==> src/hdl/spq_pkg.sv <==
// Shared types and constants for the sorted max priority queue.
// Used by spq_cell and sorted_max_priority_queue; depends on nothing.
package spq_pkg;

  // Queue capacity and counter width (the counter must hold DEPTH itself)
  localparam int unsigned DEPTH = 16;
  localparam int unsigned CNT_W = $clog2(DEPTH + 1);

  // Request kinds carried on tuser
  localparam logic KIND_PUSH = 1'b0;
  localparam logic KIND_POP  = 1'b1;

  // Operation broadcast to every cell of the chain
  typedef struct packed {
    logic               push;   // insert value (queue not full)
    logic               pop;    // remove top (queue not empty)
    logic signed [31:0] value;
  } spq_ctrl_t;

endpackage

==> src/hdl/sorted_max_priority_queue.sv <==
// The result of an accepted request is captured in the output register when it is accepted.
// Throughput: one push or pop per cycle unless stalled; all entries update at once.
// Input is taken whenever the output register is empty or being drained.
// Reset clears the entry count and the output valid; cell contents stay undefined
// and are never read before being written.
// Top level: chain of spq_cell instances plus occupancy counter and result register.
// Depends on spq_pkg and spq_cell.
module sorted_max_priority_queue
  import spq_pkg::*;
(
  input  logic        clk_i,
  input  logic        rst_ni,
  input  logic        s_axis_tvalid_i,
  output logic        s_axis_tready_o,
  input  logic [31:0] s_axis_tdata_i,   // [31:0] value
  input  logic        s_axis_tuser_i,   // [0] kind
  output logic        m_axis_tvalid_o,
  input  logic        m_axis_tready_i,
  output logic [39:0] m_axis_tdata_o    // [31:0] top_value, [32] is_empty,
                                        // [37:33] entry_count, [38] push_rejected, [39] zero
);

  logic             accept;
  logic             full, empty;
  logic [CNT_W-1:0] count_q, count_d;
  spq_ctrl_t        ctrl;

  logic               ins   [DEPTH];
  logic signed [31:0] ent   [DEPTH];
  logic signed [31:0] ent_d [DEPTH];

  logic               out_valid_q, out_valid_d;
  logic [39:0]        out_data_q, out_data_d;
  logic               rejected;
  logic [4:0]         count_out;

  assign s_axis_tready_o = !out_valid_q || m_axis_tready_i;
  assign accept          = s_axis_tvalid_i && s_axis_tready_o;

  assign full  = (count_q == CNT_W'(DEPTH));
  assign empty = (count_q == '0);

  // Broadcast the request; drop a push on a full queue and a pop on an empty one
  always_comb begin
    ctrl.value = s_axis_tdata_i;
    ctrl.push  = accept && (s_axis_tuser_i == KIND_PUSH) && !full;
    ctrl.pop   = accept && (s_axis_tuser_i == KIND_POP) && !empty;
  end
  assign rejected = (s_axis_tuser_i == KIND_PUSH) && full;

  // Chain of cells, position 0 holds the largest value
  for (genvar i = 0; i < DEPTH; i++) begin : g_cell
    logic               prev_ins;
    logic signed [31:0] prev_entry, next_entry;
    if (i == 0) begin : g_first
      assign prev_ins   = 1'b0;
      assign prev_entry = '0;
    end else begin : g_mid
      assign prev_ins   = ins[i-1];
      assign prev_entry = ent[i-1];
    end
    if (i == DEPTH - 1) begin : g_last
      assign next_entry = ent[i];
    end else begin : g_body
      assign next_entry = ent[i+1];
    end
    spq_cell u_cell (
      .clk_i        (clk_i),
      .ctrl_i       (ctrl),
      .valid_i      (count_q > CNT_W'(i)),
      .prev_ins_i   (prev_ins),
      .prev_entry_i (prev_entry),
      .next_entry_i (next_entry),
      .ins_o        (ins[i]),
      .entry_o      (ent[i]),
      .entry_d_o    (ent_d[i])
    );
  end

  // Advance the occupancy count
  always_comb begin
    count_d = count_q;
    if (ctrl.push) begin
      count_d = count_q + CNT_W'(1);
    end else if (ctrl.pop) begin
      count_d = count_q - CNT_W'(1);
    end
  end

  // Build the result from the state after this request
  assign count_out = 5'(count_d);
  always_comb begin
    out_valid_d = out_valid_q;
    out_data_d  = out_data_q;
    if (accept) begin
      out_valid_d = 1'b1;
      out_data_d  = {1'b0, rejected, count_out, (count_d == '0),
                     (count_d == '0) ? 32'd0 : ent_d[0]};
    end else if (m_axis_tready_i) begin
      out_valid_d = 1'b0;
    end
  end

  always_ff @(posedge clk_i or negedge rst_ni) begin
    if (!rst_ni) begin
      count_q     <= '0;
      out_valid_q <= 1'b0;
    end else begin
      count_q     <= count_d;
      out_valid_q <= out_valid_d;
    end
  end

  always_ff @(posedge clk_i) begin
    out_data_q <= out_data_d;
  end

  assign m_axis_tvalid_o = out_valid_q;
  assign m_axis_tdata_o  = out_data_q;

  // Check the entries below the count are in descending order
  logic sorted_ok;
  always_comb begin
    sorted_ok = 1'b1;
    for (int k = 1; k < DEPTH; k++) begin
      if ((count_q > CNT_W'(k)) && (ent[k] > ent[k-1])) begin
        sorted_ok = 1'b0;
      end
    end
  end

  a_count_bound: assert property (@(posedge clk_i) disable iff (!rst_ni)
    count_q <= CNT_W'(DEPTH))
    else $error("occupancy exceeds capacity");

  a_sorted: assert property (@(posedge clk_i) disable iff (!rst_ni) sorted_ok)
    else $error("entries out of order");

  a_reject_full: assert property (@(posedge clk_i) disable iff (!rst_ni)
    (accept && s_axis_tuser_i == KIND_PUSH && full) |=> (m_axis_tdata_o[38] && $stable(count_q)))
    else $error("push on full queue not rejected");

  a_empty_flag: assert property (@(posedge clk_i) disable iff (!rst_ni)
    $past(accept) |-> (m_axis_tdata_o[32] == (count_q == '0)))
    else $error("empty flag disagrees with count");

endmodule

==> src/hdl/spq_cell.sv <==
// One storage cell of the sorted chain: holds one entry and shifts it to or from its neighbors.
// Depends on spq_pkg for the broadcast control struct.
module spq_cell
  import spq_pkg::*;
(
  input  logic               clk_i,
  input  spq_ctrl_t          ctrl_i,
  input  logic               valid_i,       // this position holds an entry
  input  logic               prev_ins_i,    // left neighbor is at or past the insert point
  input  logic signed [31:0] prev_entry_i,  // entry of left neighbor
  input  logic signed [31:0] next_entry_i,  // entry of right neighbor
  output logic               ins_o,         // this cell is at or past the insert point
  output logic signed [31:0] entry_o,
  output logic signed [31:0] entry_d_o      // value held after this cycle
);

  logic signed [31:0] entry_q, entry_d;

  // Insert point: first empty position or first entry smaller than the new value
  assign ins_o = !valid_i || (ctrl_i.value > entry_q);

  // Shift right on insert, shift left on pop, else hold
  always_comb begin
    entry_d = entry_q;
    if (ctrl_i.push && ins_o) begin
      entry_d = prev_ins_i ? prev_entry_i : ctrl_i.value;
    end else if (ctrl_i.pop) begin
      entry_d = next_entry_i;
    end
  end

  always_ff @(posedge clk_i) begin
    entry_q <= entry_d;
  end

  assign entry_o   = entry_q;
  assign entry_d_o = entry_d;

endmodule
==> config.mk <==
export PLATFORM = sky130hd
export DESIGN_NAME = sorted_max_priority_queue
export DESIGN_NICKNAME = d
export VERILOG_FILES = /design/src/hdl/spq_pkg.sv /design/src/hdl/sorted_max_priority_queue.sv /design/src/hdl/spq_cell.sv
export SDC_FILE = /design/constraint.sdc
export NUM_CORES = 2
export LEC_CHECK = 0
export ABC_AREA = 0
export BUFFER_PORTS_ARGS = -buffer_cell sky130_fd_sc_hd__buf_2
export CAP_MARGIN = 10
export CORE_MARGIN = 2
export CORE_UTILIZATION = 25
export DETAILED_ROUTE_END_ITERATION = 6
export SYNTH_ARGS = -nofsm -noshare
export SYNTH_HDL_FRONTEND = slang
export SYNTH_SLANG_ARGS = --single-unit
export TNS_END_PERCENT = 10
==> constraint.sdc <==
create_clock -name clk_i -period 5.27 [get_ports clk_i]
set_input_delay 0.2635 -clock clk_i [delete_from_list [all_inputs] [get_ports clk_i]]
set_output_delay 0.2635 -clock clk_i [all_outputs]
set_load 0.01 [all_outputs]
# == Word-level counts from Yosys, hierarchy flattened ==
# Cells that the tools add are included.
# classes
order_cmp,32
eq_ne,1
n_addsub,2
reduce_logical,75
n_bitwise,1
n_mux,49
# ops
cell,n
$mux W32,45
$gt A32 B32 Y1,16
$gt A5 B4 Y1 const B,8
$reduce_bool A2 Y1,15
$logic_and A1 B1 Y1,22
$gt A5 B3 Y1 const B,4
$logic_not A1 Y1,19
$logic_or A1 B1 Y1,17
$gt A5 B1 Y1 const B,2
$gt A5 B2 Y1 const B,2
$logic_not A5 Y1,2
$mux W5,2
$add A5 B1 Y5 const B,1
$eq A5 B5 Y1 const B,1
$sub A5 B1 Y5 const B,1
$mux W1,2
$not A1 Y1,1
# totals
regBits,557
wordCells,180

# == Depth between registers and ports, before layout ==
# logic_depth
word_depth,8
ltp_mapped,13
ltp_nobuf,10

# == Modules after synthesis ==
# From an unflattened synthesis, not the netlist that was laid out.
# unflattened
cells_unflattened,4407
area_unflattened_um2,43041.3
# modules_own_cells
mod,area_each_um2,cells_each,instances
spq_cell,2546.2,262,16
sorted_max_priority_queue,2302.2,215,1

# == Least setup slack after synthesis ==
# Ideal clock, no wire load.
# synth_timing
path_type,reg-to-reg
startpoint,register g_cell[5].u_cell.entry_q[31]
endpoint,"register g_cell[5].u_cell.entry_q[0], enable pin"
period_less_slack_ns,4.939
t_required_ns,4.804
slack_ns,0.331
path_stages_with_launch,12
n_path_buf,2
arrival_time_ns,4.473
path_cell_list,edfxtp_1 > inv_1 > ha_1 > a21oi_1 > o21ai_0 > a2111o_1 > o31ai_1 > mux2i_1 > o21a_1 > clkbuf_1 > clkbuf_1 > o21ai_0
# synth_between
elab_chain_len,4
# synth_rtl
item,line_no,text
start: declaration,spq_cell.sv:17,"logic signed [31:0] entry_q, entry_d;"
start signal: assignment,spq_cell.sv:33,entry_q <= entry_d;
$gt A32 B32 Y1,spq_cell.sv:20,assign ins_o = !valid_i || (ctrl_i.value > entry_q);
$logic_or A1 B1 Y1,spq_cell.sv:20,
$logic_and A1 B1 Y1,spq_cell.sv:25,if (ctrl_i.push && ins_o) begin
$reduce_bool A2 Y1 (no line),-,
# Every way passes these cells.
# A chain may end at the register's enable or synchronous reset.

==> impl_metrics.yaml <==
routing:
  wl_met1_um: 58790
  wl_met3_um: 7910
  vias: 33330
  initialDrtViolationCount: 3164
  wire_per_inst_um: 17.72
  antenna_left: 0
  first_pass_iters: 7
  dr_wl_met2_um: 48990
  drcViolationCount: 0
  top_layer_used: "met5"
  vias_per_cell: 4.978
  wl_um: 118600
placed_design:
  dp.cells: 6575
  place.gp.congestion: 0.8928
  pre_cts_ws_ns: 0.7107
  hpwl_um: 91780
  port-buffer-count: 77
sta:
  period_share_pct: 84.25
  worstMarginPinSlew_ns: 1.330
  rsz0062_at_grt: "false"
  period_needed_ns: 4.440
  fmax_mhz: 225.2
  worst_slack_ns: 0.8302
  finalHoldViolCount: 0
  finalSetupTns_ns: 0
  finalHoldWorstSlack_ns: 0.2272
  max-slew-margin-rel_pct: 10.37
  maxSlewViolCount: 0
  skew_ns: 0.03717
  setup_viol: 0
logic_synthesis:
  synthArstFlopShare_pct: 1.077
  yosys_register_bits: 557
  syn-cell-area_um2: 42030
  syn_nets: 4966
  synthCells: 4412
  synth_top_cell_area_share_pct: 37.08
  ys_warn_count: 0
  synth_most_common_cell: "inv_1"
  syn_area_per_cell_um2: 9.527
  synthTopCellsByCount: "521 x inv_1, 519 x edfxtp_1, 517 x ha_1, 506 x a21oi_1, 401 x nor2_1"
  synth_largest_area_cell: "edfxtp_1"
  ys_seq_area_share_pct: 38.96
  synthFlopType: "edfxtp_1"
  synth_area_leaders: "edfxtp_1 37%, ha_1 15%, mux2i_1 8.4%"
  synth_cell_types: 82
  synth_edf_count: 519
final_layout:
  seq_area_um2: 16380
  fill_cells: 17530
  multiInputGateArea_um2: 22920
  area_growth_pct: 12.97
  nNetsFinal: 4993
  drive_above_1_share_pct: 11.22
  stdcell_count: 6695
cts:
  clk_latency_ns: 0.68
  cts_buffer_depth: 3
  postCtsSetupRepairBufs: 0
  htreeDepth: 2
  path_clk_slew_ns: 0.06
  cts_root_buffer: "clkbuf_16"
  cts_buffers: 61
  clock_sinks: 557
  cts_tree: "done"
  cts_resized: 0
worst_setup_path:
  worstPathCellList: "inv_1 > ha_1 > nand4_1 > nor4_1 > o311a_1 > nor4b_2 > or3_1 > buf_4 > a221oi_1 > mux2i_1"
  crit_slowest_cell: "nor4_1"
  worst-setup-path-type: "reg -> reg"
  startpoint_type: "flop"
  slowest_delay_ns: 0.84
  arrival_ns: 4.82
  critPathMaxFanout: 18
  cp_data_required_time_ns: 5.65
  r2r_setup_slack_ns: 0.83
  critPathCaptureType: "flop"
floorplan:
  ios: 79
  rows: 150
  die_x_um: 414.0
  start_util_pct: 25.16
  core_area_um2: 167000
  die-area_um2: 171400
  die_height_um: 414.0
global_routing:
  grt_max_degree: 69
  antenna_found_initial: 4
  track_usage_pct: 13.42
  grt-ovfl-total: 0
  grt_pass1_wl_um: 187400
  grt_pass1_vias: 32210
pwr:
  max-vdd-ir-drop_mv: 0.3376
  cellLeakagePower_nw: 20.58
  powerDensity_nw_per_um2: 431.9
hold_path:
  hp-class: "in -> reg"
outcome:
  status: "completed"
job:
  max_cap_viol_count: 0
layer usage:
layer  GRT usage, %  up-vias
met1          20.46    15770
met4          3.545        2
met3          1.576      172
met2          19.74     1148
li1               -    16240
met5              0        -
metrics by stage:
stage / instance area (um^2) / utilization, % / power [W]
6_report: 47480 / 28.43 / 0.02051
2_1_floorplan: 42030 / - / 0.01352
4_1_cts: 47480 / 28.43 / 0.02052
3_3_place_gp: 45430 / 27.20 / 0.01582
3_5_place_dp: 45430 / 27.20 / 0.01610
5_1_grt: 47480 / 28.43 / 0.02188
cell families after synthesis:
kind of cell               after synthesis  share of synthesized area [%]
AOI/OAI and AO/OA                     1027                          15.82
buffers and inverters                  766                          7.275
DFF                                    557                          38.96
xor gates and xnor gates                 4                        0.08337
other                                    1                       0.008922
muxes                                  424                          10.31
and+or+nand+nor                       1116                          12.15
adders and majority gates              517                          15.39
final timing paths:
check | to | depth (start not counted) | startpoint
max | g_cell[1].u_cell.entry_o[10] | 10 | g_cell[0].u_cell.entry_o[31]
min | g_cell[6].u_cell.entry_o[26] | 3 | s_axis_tdata_i[26]
max reg2reg | g_cell[1].u_cell.entry_o[10] | 10 | g_cell[0].u_cell.entry_o[31]
min reg2reg | g_cell[0].u_cell.entry_o[31] | 2 | g_cell[0].u_cell.entry_o[31]
max in group asynchronous | count_q[3] | 3 | rst_ni
min in group asynchronous | count_q[0] | 3 | rst_ni
worst max-delay path: cells and delay by family, from the launching register on:
family                     cells  cell delay (ns)
adders and majority gates      1             0.50
AOI/OAI and AO/OA              2             0.80
muxes                          1             0.12
and+or+nand+nor                4             1.91
DFF                            1             0.34
buffers and inverters          2             0.46
area by class of cell:
type,instances,area share [%]
multi-input cells,3089,48.28
flip-flops and latches,557,34.49
well taps,2204,5.808
inverters,522,4.126
clock buffers,83,3.710
repair buffers,208,3.094
clock inverters,31,0.4928
diodes,1,0.005270
cell usage in the layout (no fill, tap or decap), drive strengths merged, types with 6 or more instances in the layout:
| cell | instances |
|---|---|
| buf | 203 |
| nor2 | 401 |
| o221a | 31 |
| a31oi | 36 |
| or4 | 7 |
| and4 | 12 |
| clkbuf | 83 |
| nor2b | 30 |
| a211oi | 47 |
| and3 | 7 |
| a21oi | 524 |
| dfxtp | 32 |
| nand3 | 105 |
| nand4 | 106 |
| mux2 | 70 |
| a2111oi | 35 |
| dfrtp | 6 |
| clkinv | 26 |
| o21a | 8 |
| nor3 | 117 |
| nand2 | 269 |
| nor4 | 20 |
| a221oi | 39 |
| nand2b | 13 |
| o211ai | 17 |
| o31ai | 7 |
| o21ai | 134 |
| a21o | 58 |
| mux2i | 354 |
| edfxtp | 519 |
| o311ai | 34 |
| inv | 524 |
| ha | 517 |
registers in the layout, indices dropped and copies added (netlist names):
register / count
m_axis_tdata_o: 39
g_cell.u_cell.entry_o: 512
count_q: 5
m_axis_tvalid_o: 1
power by group:
group,internal [W],total [W],switching [W]
Sequential,0.00634,0.00716,0.000824
Combinational,0.00347,0.00899,0.00552
Clock,0.00243,0.00436,0.00193
timing repair:
action                     CTS  global route
hold buffers                 5             0
setup endpoints to repair    0             0
hold endpoints to repair     9             0
(Power assumes the default switching activity.)
